## config.mk

```make
export PLATFORM = sky130hd
export DESIGN_NAME = s2l_cdiv
export DESIGN_NICKNAME = d
export VERILOG_FILES = /design/src/hdl/s2l_pkg.sv /design/src/hdl/s2l_cdiv.sv
export SDC_FILE = /design/constraint.sdc
export NUM_CORES = 1
export LEC_CHECK = 0
export BUFFER_PORTS_ARGS = -buffer_cell sky130_fd_sc_hd__buf_4
export CAP_MARGIN = 20
export CELL_PAD_IN_SITES_DETAIL_PLACEMENT = 1
export CELL_PAD_IN_SITES_GLOBAL_PLACEMENT = 1
export CORE_ASPECT_RATIO = 1.1
export CORE_UTILIZATION = 44
export CTS_BUF_LIST = sky130_fd_sc_hd__clkbuf_4 sky130_fd_sc_hd__clkbuf_8
export DETAILED_ROUTE_END_ITERATION = 8
export PLACE_DENSITY = 0.66
export SYNTH_ARGS = -nofsm -noshare
export SYNTH_HDL_FRONTEND = slang
export SYNTH_SLANG_ARGS = --single-unit
```

## constraint.sdc

```tcl
create_clock -name clock -period 8 [get_ports clock]
set_clock_uncertainty 0.2 [all_clocks]
set_input_delay 1.2 -clock clock [delete_from_list [all_inputs] [get_ports clock]]
set_output_delay 1.2 -clock clock [all_outputs]
set_load 0.01 [all_outputs]
```

## src/hdl/s2l_pkg.sv

```systemverilog
`timescale 1ns / 1ps
package s2l_pkg;

   localparam int LIN_W = 31;
   localparam int V_W   = 32;
   localparam int F_W   = 32;
   localparam int NUM_W = 48;

   localparam int ROOT_W   = 31;
   localparam int DIV_BITS = 4;

   localparam int DIV_LAT = NUM_W / DIV_BITS;
   localparam int CMP_LAT = 2 * ROOT_W + 2;
   localparam int TOTAL_LAT = 3 + DIV_LAT + CMP_LAT + 2;

   localparam logic [F_W-1:0] F_OFFSET = F_W'(64'd17179869184 / 64'd116);

   typedef logic [LIN_W-1:0] lin_table_type [256];

   function automatic logic [63:0] pow5_q30(input logic [63:0] r);
      logic [63:0] r2;
      logic [63:0] r4;
      r2 = (r * r) >> 30;
      r4 = (r2 * r2) >> 30;
      return (r4 * r) >> 30;
   endfunction

   function automatic logic [63:0] lin_entry(input logic [63:0] c);
      logic [63:0] t;
      logic [63:0] t2;
      logic [63:0] r;
      logic [63:0] cand;
      r = '0;
      if (100000 * c > 64'd1031475) begin
         t  = ((1000 * c + 64'd14025) << 30) / 64'd269025;
         t2 = (t * t) >> 30;
         for (int bit_i = 30; bit_i >= 0; bit_i--) begin
            cand = r | (64'd1 << bit_i);
            if (cand <= (64'd1 << 30) && pow5_q30(cand) <= t2) begin
               r = cand;
            end
         end
         return (t2 * r) >> 30;
      end
      return ((10 * c) << 30) / 64'd32946;
   endfunction

   function automatic lin_table_type build_lin_table();
      lin_table_type tab;
      for (int c = 0; c < 256; c++) begin
         tab[c] = LIN_W'(lin_entry(64'(c)));
      end
      return tab;
   endfunction

   localparam lin_table_type LIN_TABLE = build_lin_table();

endpackage

```

## src/hdl/s2l_cdiv.sv

```systemverilog
`timescale 1ns / 1ps
module s2l_cdiv #(
   parameter int NUM_W   = 48,
   parameter int QUO_W   = 32,
   parameter int DIVISOR = 3
) (
   input  logic             clock,
   input  logic             en,
   input  logic [NUM_W-1:0] num_in,
   output logic [QUO_W-1:0] quo_out
);
   localparam int REM_W  = $clog2(DIVISOR) + 1;
   localparam int BITS   = s2l_pkg::DIV_BITS;
   localparam int STAGES = NUM_W / BITS;

   logic [REM_W-1:0] rem_ff [STAGES];
   logic [NUM_W-1:0] num_ff [STAGES];
   logic [NUM_W-1:0] quo_ff [STAGES];
   logic [REM_W-1:0] rem_in [STAGES];
   logic [NUM_W-1:0] num_in_s [STAGES];
   logic [NUM_W-1:0] quo_in [STAGES];

   // Restoring long division, four quotient bits per stage.
   for (genvar s = 0; s < STAGES; s++) begin : g_stage
      logic [REM_W-1:0] rem_src;
      logic [NUM_W-1:0] num_src;
      logic [NUM_W-1:0] quo_src;
      if (s == 0) begin : g_first
         assign rem_src = '0;
         assign num_src = num_in;
         assign quo_src = '0;
      end else begin : g_next
         assign rem_src = rem_ff[s-1];
         assign num_src = num_ff[s-1];
         assign quo_src = quo_ff[s-1];
      end

      always_comb begin : p_step
         logic [REM_W-1:0] rem;
         logic [NUM_W-1:0] num;
         logic [NUM_W-1:0] quo;
         rem = rem_src;
         num = num_src;
         quo = quo_src;
         for (int j = 0; j < BITS; j++) begin
            rem = {rem[REM_W-2:0], num[NUM_W-1]};
            num = num << 1;
            quo = quo << 1;
            if (rem >= REM_W'(DIVISOR)) begin
               rem = rem - REM_W'(DIVISOR);
               quo[0] = 1'b1;
            end
         end
         rem_in[s]   = rem;
         num_in_s[s] = num;
         quo_in[s]   = quo;
      end

      always_ff @(posedge clock) begin
         if (en) begin
            rem_ff[s] <= rem_in[s];
            num_ff[s] <= num_in_s[s];
            quo_ff[s] <= quo_in[s];
         end
      end
   end

   assign quo_out = quo_ff[STAGES-1][QUO_W-1:0];
endmodule

```

-- After elaboration in Yosys (flattened, before gate mapping)
Memory sizes are Yosys's and may differ from the RTL's.
Index checks and enable logic that the tools add are counted.
- bits in registers: 0
- bits in writable memories: 1140
- bits of input ports: 50
- output and inout bits: 32
- memories kept: 3
- add/sub/neg operators: 48
- magnitude comparators: 48
- mux-type cells: 98
- memories (memory ; words ; bits a word ; rd ports ; clocked after memory_dff ; write ports ; RTL line ; text):
    quo_ff ; 12 ; 48 ; 12 ; 0 ; 12 ; s2l_cdiv.sv:18 ; logic [NUM_W-1:0] quo_ff [STAGES];
    num_ff ; 12 ; 44 ; 11 ; 0 ; 12 ; s2l_cdiv.sv:17 ; logic [NUM_W-1:0] num_ff [STAGES];
    rem_ff ; 12 ; 3 ; 11 ; 0 ; 12 ; s2l_cdiv.sv:16 ; logic [REM_W-1:0] rem_ff [STAGES];
- operators with widths (cell ; number):
    greater-or-equal comparator 3 x 2 -> 1 bit, second input constant ; 47
    two-way mux 2 bit ; 36
    subtractor 2 bit, second input constant ; 35
    two-way mux 1 bit ; 50
    two-way mux 3 bit ; 12
    subtractor 3 x 2 -> 3 bit, second input constant ; 12
    greater-or-equal comparator 1 x 2 -> 1 bit, second input constant ; 1
    subtractor 1 x 2 -> 2 bit, second input constant ; 1

-- Longest topological paths before layout
Gate-level depths: netlist of the first run.
An unclocked memory read counts as a cell.
- word-level depth: 9
- mapped depth: 17
- gate-level depth less buffers: 17

-- Least setup slack after synthesis of the first run
No wires, ideal clock.
- path type: register to register
- from: memory num_ff[2][43] (netlist bit)
- to: memory rem_ff[3][0] (netlist bit) (data pin)
- library setup time: 0.260 ns
- arrival: 3.648 ns
- required time: 7.540 ns
- setup slack: 3.893 ns
- stages on the path, launching flop included: 17
- buffers on the path: 0
- period minus slack after synthesis: 4.107 ns
- cells stage by stage: edfxtp_1 > ha_1 > or3_1 > a21oi_1 > ha_1 > nor4bb_1 > o21ai_0 > nand3_1 > ha_1 > or2_2 > o32ai_1 > mux2i_1 > ha_1 > and4b_1 > a2bb2oi_1 > nor2_1 > mux2_2
- RTL lines (item ; RTL line):
    start: declaration ; s2l_cdiv.sv:17
    end: declaration ; s2l_cdiv.sv:16

==> results of run 1 <==
[logic make-up after synthesis]
kind of cell	synth area share, %
adders and majority gates	3.63
muxes	1.26
AOI/OAI and AO/OA	6.47
and+or+nand+nor	6.82
DFF	81.4
buffers and inverters	0.284
xor gates and xnor gates	0.110
[metal layers]
| metal | vias up | track usage [%] |
|---|---|---|
| met2 | 142 | 20.9 |
| met4 | 0 | 5.45 |
| met3 | 37 | 3.96 |
| li1 | 3723 | - |
| met5 | - | 0 |
| met1 | 3698 | 12.9 |
[placed cells by master (no fill, tap or decap), drive strengths merged, types with 4 or more instances in the layout]
master / count
o32ai: 6
nand3: 6
o22ai: 7
o2bb2ai: 6
clkinv: 25
nand3b: 5
nor3: 22
nor3b: 10
o21a: 6
nor2: 60
inv: 12
ha: 46
clkbuf: 93
a211o: 13
a2bb2oi: 4
o31ai: 5
or2: 15
nor2b: 8
o21ai: 19
edfxtp: 430
o22a: 5
and2: 15
a21o: 5
mux2i: 14
nand2b: 14
or3: 20
buf: 83
o211ai: 4
mux2: 5
a21oi: 35
nand2: 18
[report_power, final]
group	leakage, µW	internal, µW	switching (µW)
combinational	0.00164	276	321
clock	0.000697	984	794
sequential	0.00418	2740	73.7
[final cells by class]
type / instances / area, µm² / area share, %
Sequential cell: 430 / 12900 / 70.0
Multi-Input combinational cell: 409 / 2900 / 15.7
Clock buffer: 93 / 1170 / 6.36
Timing Repair Buffer: 83 / 656 / 3.56
Tap cell: 481 / 602 / 3.26
Clock inverter: 29 / 155 / 0.841
Inverter: 11 / 41.3 / 0.224
[state kept, by name, summed over array words and instances (netlist names)]
signal / flops
rem_ff: 22
quo_ff: 144
num_ff: 264
[stage by stage]
step           instance area, µm²  setup slack [ns]
2_1_floorplan               15900              3.89
3_3_place_gp                17100              3.60
3_5_place_dp                17100              3.46
4_1_cts                     18400              3.44
5_1_grt                     18400              3.10
6_report                    18400              3.41
[how the worst max path moves through the flow]
stage                  start      endpoint  slack [ns]  cells past startpoint
6_report       num_ff[2][43]  rem_ff[3][0]        3.41                     16
5_1_grt        num_ff[5][43]  rem_ff[6][1]        3.10                     15
4_1_cts        num_ff[2][43]  rem_ff[3][0]        3.44                     16
3_5_place_dp   num_ff[2][43]  rem_ff[3][0]        3.46                     16
3_3_place_gp   num_ff[2][43]  rem_ff[3][0]        3.60                     16
2_1_floorplan  num_ff[2][43]  rem_ff[3][0]        3.89                     16
==> results.yml, run 1 <==
synthesis:
  synth_most_common_cell: "edfxtp_1"
  synth_edf_count: 430
  synthFlopType: "edfxtp_1"
  synth.cell_area_mm2: 0.0159
  ys_warn_count: 0
  ys_async_sr_fraction_pct: 0
  yosysUniqueCellTypes: 62
  ys_ff_latch: 430
  syn_nets: 947
  synthTopCellsByCount: "edfxtp_1 (430), nor2_1 (59), ha_1 (46)"
  synth_largest_area_cell: "edfxtp_1"
  yosysSeqAreaShare_pct: 81.4
  syn_avg_cell_area_um2: 18.6
  synth_area_leaders: "edfxtp_1 (81%), ha_1 (3.6%), nor2_1 (1.4%)"
  postSynthCellCount: 851
  yosysTopAreaCellShare_pct: 81.4
cells_and_area:
  fin_util_pct: 52.2
  n_fill_cell: 3320
  final_nets: 1102
  drive_gt1_share_pct: 20.8
  syn_to_final_growth_pct: 16.3
  layout.cells.non_filler: 1536
  n_antenna_cell: 0
detailed_routing:
  ant_nets: 0
  totalWireLength_mm: 21.3
  routedWlPerCell_um: 13.9
  highest_layer: "met4"
  route.detailed.vias_per_inst: 4.95
  firstDrtPassIters: 4
  wl_met1_mm: 8.75
  wl_met2_mm: 10.9
  wl_met3_mm: 1.12
  drt_iter0_drc: 365
  drc: 0
  dr_total_vias: 7600
setup_path:
  worst_ep_required_time_ns: 8.12
  r2r-end: "rem_ff[3][0]"
  path_class: "flip-flop to flip-flop"
  rr_worst_depth: 16
  cp-end-kind: "flip-flop"
  crit_fanout: 7
  critPathBufInv: 0
  reg2reg_slack_ns: 3.41
  critPathMostFrequentCell: "ha_1"
  rr_startpoint: "num_ff[2][43]"
  crit_arrival_ns: 4.71
  cpMaxStageDelayCell: "edfxtp_1"
  slowest_delay_ns: 0.46
  cp_top_family: "simple AND/OR/NAND/NOR gates"
  crit_path_start_kind: "flip-flop"
  crit_path_cell_trace: "ha_1 > or3_1 > a21oi_1 > ha_1 > nor3b_1 > o21ai_0 > nand3_1 > ha_1 > or2_2 > o32ai_1 > mux2i_1 > ha_1 > and4b_1 > a2bb2oi_1 > nor2_1 > mux2_2"
clock_tree:
  hold_buffers: 0
  cts_buffers: 71
  cts.sinks: 430
  worst_setup_hold_path_clk_slew_ns: 0.06
  h-tree-depth: 3
  root_buffer: "clkbuf_8"
  cts_resized: 0
  post_cts_buffers: 0
  cts_tree: "yes"
  clk_latency_ns: 0.58
  clockBufferDepth: 3
sta:
  post-route-period-util_pct: 57.3
  drv_slew: 0
  hold_ws_ns: 0.201
  worst_slew_pin_slew_ns: 0.970
  fin_setup_tns_ns: 0
  fmax_mhz: 218
  setup_viol: 0
  slew_headroom_pct: 35.3
  hold_viol_final: 0
  rsz0062_at_grt: "no"
  fin_crit_ns: 4.59
floorplanning:
  die_area_mm2: 0.0368
  rows: 72
  die_y_um: 201
  start_util_pct: 44.9
  io_pins: 82
  chipWidth_um: 183
  core_mm2: 0.0353
run_status:
  status: "complete, no violations"
min_path:
  hold_start: "num_ff[4][19]"
  hold_class: "flip-flop to flip-flop"
  holdPathEnd: "num_ff[5][23]"
  hold_depth: 0
power:
  vdd_drop_max_mv: 0.146
  p_leak_uw: 0.00652
  total_power_uw: 5180
  power_density_mw_per_mm2: 281
place:
  hpwl_mm: 12.4
  placed_cells: 1414
  finalWeightedCongestion: 0.738
  io_buffers: 81
global_route:
  grt_pass1_vias: 7830
  antenna_found_initial: 0
  gr-total-overflow: 0
  grt.total_usage_pct: 11.9
  grt_max_degree: 181
  grt_pass1_wl_mm: 35.3
run:
  drv_cap: 0
(Power assumes the default switching activity.)
==> run 2: changes to the inputs <==
- PLACE_DENSITY: 0.66 -> 0.68
- clock period: 8 -> 4 ns (I/O delays scaled with it)
==> results.yml, run 2 (synthesis gave the netlist of run 1 again) <==
clock_tree:
  clk_latency_ns: 0.58
  cts.sinks: 430
  cts_buffers: 72
  clockBufferDepth: 3
  h-tree-depth: 3
  worst_setup_hold_path_clk_slew_ns: 0.06
  cts_tree: "yes"
  root_buffer: "clkbuf_8"
setup_path:
  crit_arrival_ns: 4.19
  r2r-end: "rem_ff[3][0]"
  cp-end-kind: "flip-flop"
  reg2reg_slack_ns: -0.06
  path_class: "flip-flop to flip-flop"
  rr_startpoint: "num_ff[2][43]"
  rr_worst_depth: 16
  crit_fanout: 4
  crit_path_start_kind: "flip-flop"
  worst_ep_required_time_ns: 4.13
cells_and_area:
  top_register: "num_ff"
  layout.cells.non_filler: 1632
  drive_gt1_share_pct: 26.9
  syn_to_final_growth_pct: 23.0
  final_nets: 1200
  fin_util_pct: 55.2
  n_antenna_cell: 0
  reg_top3: "num_ff (264), quo_ff (144), rem_ff (22)"
  mostFrequentLayoutCells: "edfxtp_1 (430), buf_4 (131), clkbuf_8 (74)"
  final_common_cell: "edfxtp_1"
  n_fill_cell: 3283
  largest_reg_flops: 264
sta:
  fmax_mhz: 246
  rsz0062_at_grt: "yes"
  fin_crit_ns: 4.06
  drv_slew: 0
  setup_viol: 1
  fin_setup_tns_ns: -0.0630
  worst_slew_pin_slew_ns: 0.774
  hold_ws_ns: 0.183
  setup_slack_ns: -0.0630
  post-route-period-util_pct: 102
  slew_headroom_pct: 48.4
  hold_viol_final: 0
detailed_routing:
  drt_iter0_drc: 320
  totalWireLength_mm: 23.6
  route.detailed.vias_per_inst: 4.90
  dr_total_vias: 7997
  drc: 0
  routedWlPerCell_um: 14.5
  firstDrtPassIters: 4
  ant_nets: 0
floorplanning:
  core_mm2: 0.0353
  io_pins: 82
  start_util_pct: 44.9
  die_area_mm2: 0.0368
  die_y_um: 201
  rows: 72
  chipWidth_um: 183
global_route:
  grt_pass1_wl_mm: 38.5
  antenna_found_initial: 0
  grt.total_usage_pct: 13.0
  grt_pass1_vias: 8396
  grt_max_degree: 96
  gr-total-overflow: 0
min_path:
  holdPathEnd: "rem_ff[0][0]"
  hold_depth: 3
  hold_class: "primary input to flip-flop"
  hold_start: "num_in[44]"
place:
  placed_cells: 1435
  finalWeightedCongestion: 0.773
  io_buffers: 81
  hpwl_mm: 13.5
  pre_cts_ws_ns: -0.284
run_status:
  status: "complete, but fails checks"
  violations: "negative setup slack"
power:
  p_leak_uw: 0.00696
  vdd_drop_max_mv: 0.308
  power_density_mw_per_mm2: 548
run:
  drv_cap: 0
## run 2: cell types whose count changed in the layout (fill, tap and decap cells not counted), sizes merged
cell / delta
clkbuf: +1
dlygate4sd3: +44
buf: +53
clkinv: -2
## run 2: cell type report
type,instances,area [µm²],area share [%]
tap,481,602,3.09
sequential,430,12900,66.2
multi-input combinational,409,3110,16.0
clock inverter,27,145,0.744
clock buffer,94,1170,5.99
inverter,11,41.3,0.212
timing repair buffer,180,1520,7.79
## run 2: metrics by stage
stage          cell area (µm²)  total power (µW)
6_report                 19500             10700
4_1_cts                  19200             10700
3_5_place_dp             17300              7000
5_1_grt                  19500             11300
2_1_floorplan            15900              6520
3_3_place_gp             17300              6890
## run 2: worst max path at each step
stage                  startpoint            to
finish              num_ff[2][43]  rem_ff[3][0]
global route        num_ff[2][43]  rem_ff[3][0]
CTS                  rem_ff[2][0]  rem_ff[3][0]
detailed placement  num_ff[5][43]  rem_ff[6][1]
global placement     rem_ff[2][0]  rem_ff[3][0]
floorplan           num_ff[2][43]  rem_ff[3][0]
## run 2: repair_timing
| item | 4_1_cts | 5_1_grt |
|---|---|---|
| setup endpoints to repair | 7 | 22 |
| buffers inserted | 9 | 23 |
| endpoints found under the hold margin | 44 | 0 |
| gates resized for setup | 10 | 38 |
| hold buffers | 44 | 0 |
| pin swaps | 4 | 13 |
## run 2: metal layers
metal | track usage, % | routed length (µm) | vias up
met3 | 4.07 | 1220 | 54
met4 | 5.51 | 567 | 0
met2 | 22.4 | 12000 | 153
met1 | 14.8 | 9860 | 3869
li1 | - | - | 3921
met5 | 0 | 0 | -
## run 2: where the power goes
| part | internal, µW | switching (µW) |
|---|---|---|
| Combinational | 762 | 745 |
| Clock | 1950 | 1600 |
| Sequential | 5470 | 153 |
## run 2: worst max-delay path, cell delays in order, from the launching register on
cell and delay [ns]:
edfxtp_1 0.39, ha_2 0.21, or3_4 0.34, a21oi_2 0.14, ha_2 0.23, nor4bb_2 0.06
o21ai_1 0.27, nand3_1 0.14, ha_2 0.22, or2_4 0.24, o32ai_4 0.14, mux2i_2 0.30
ha_2 0.22, and4b_2 0.25, a2bb2oi_4 0.17, nor2_1 0.05, mux2_4 0.25
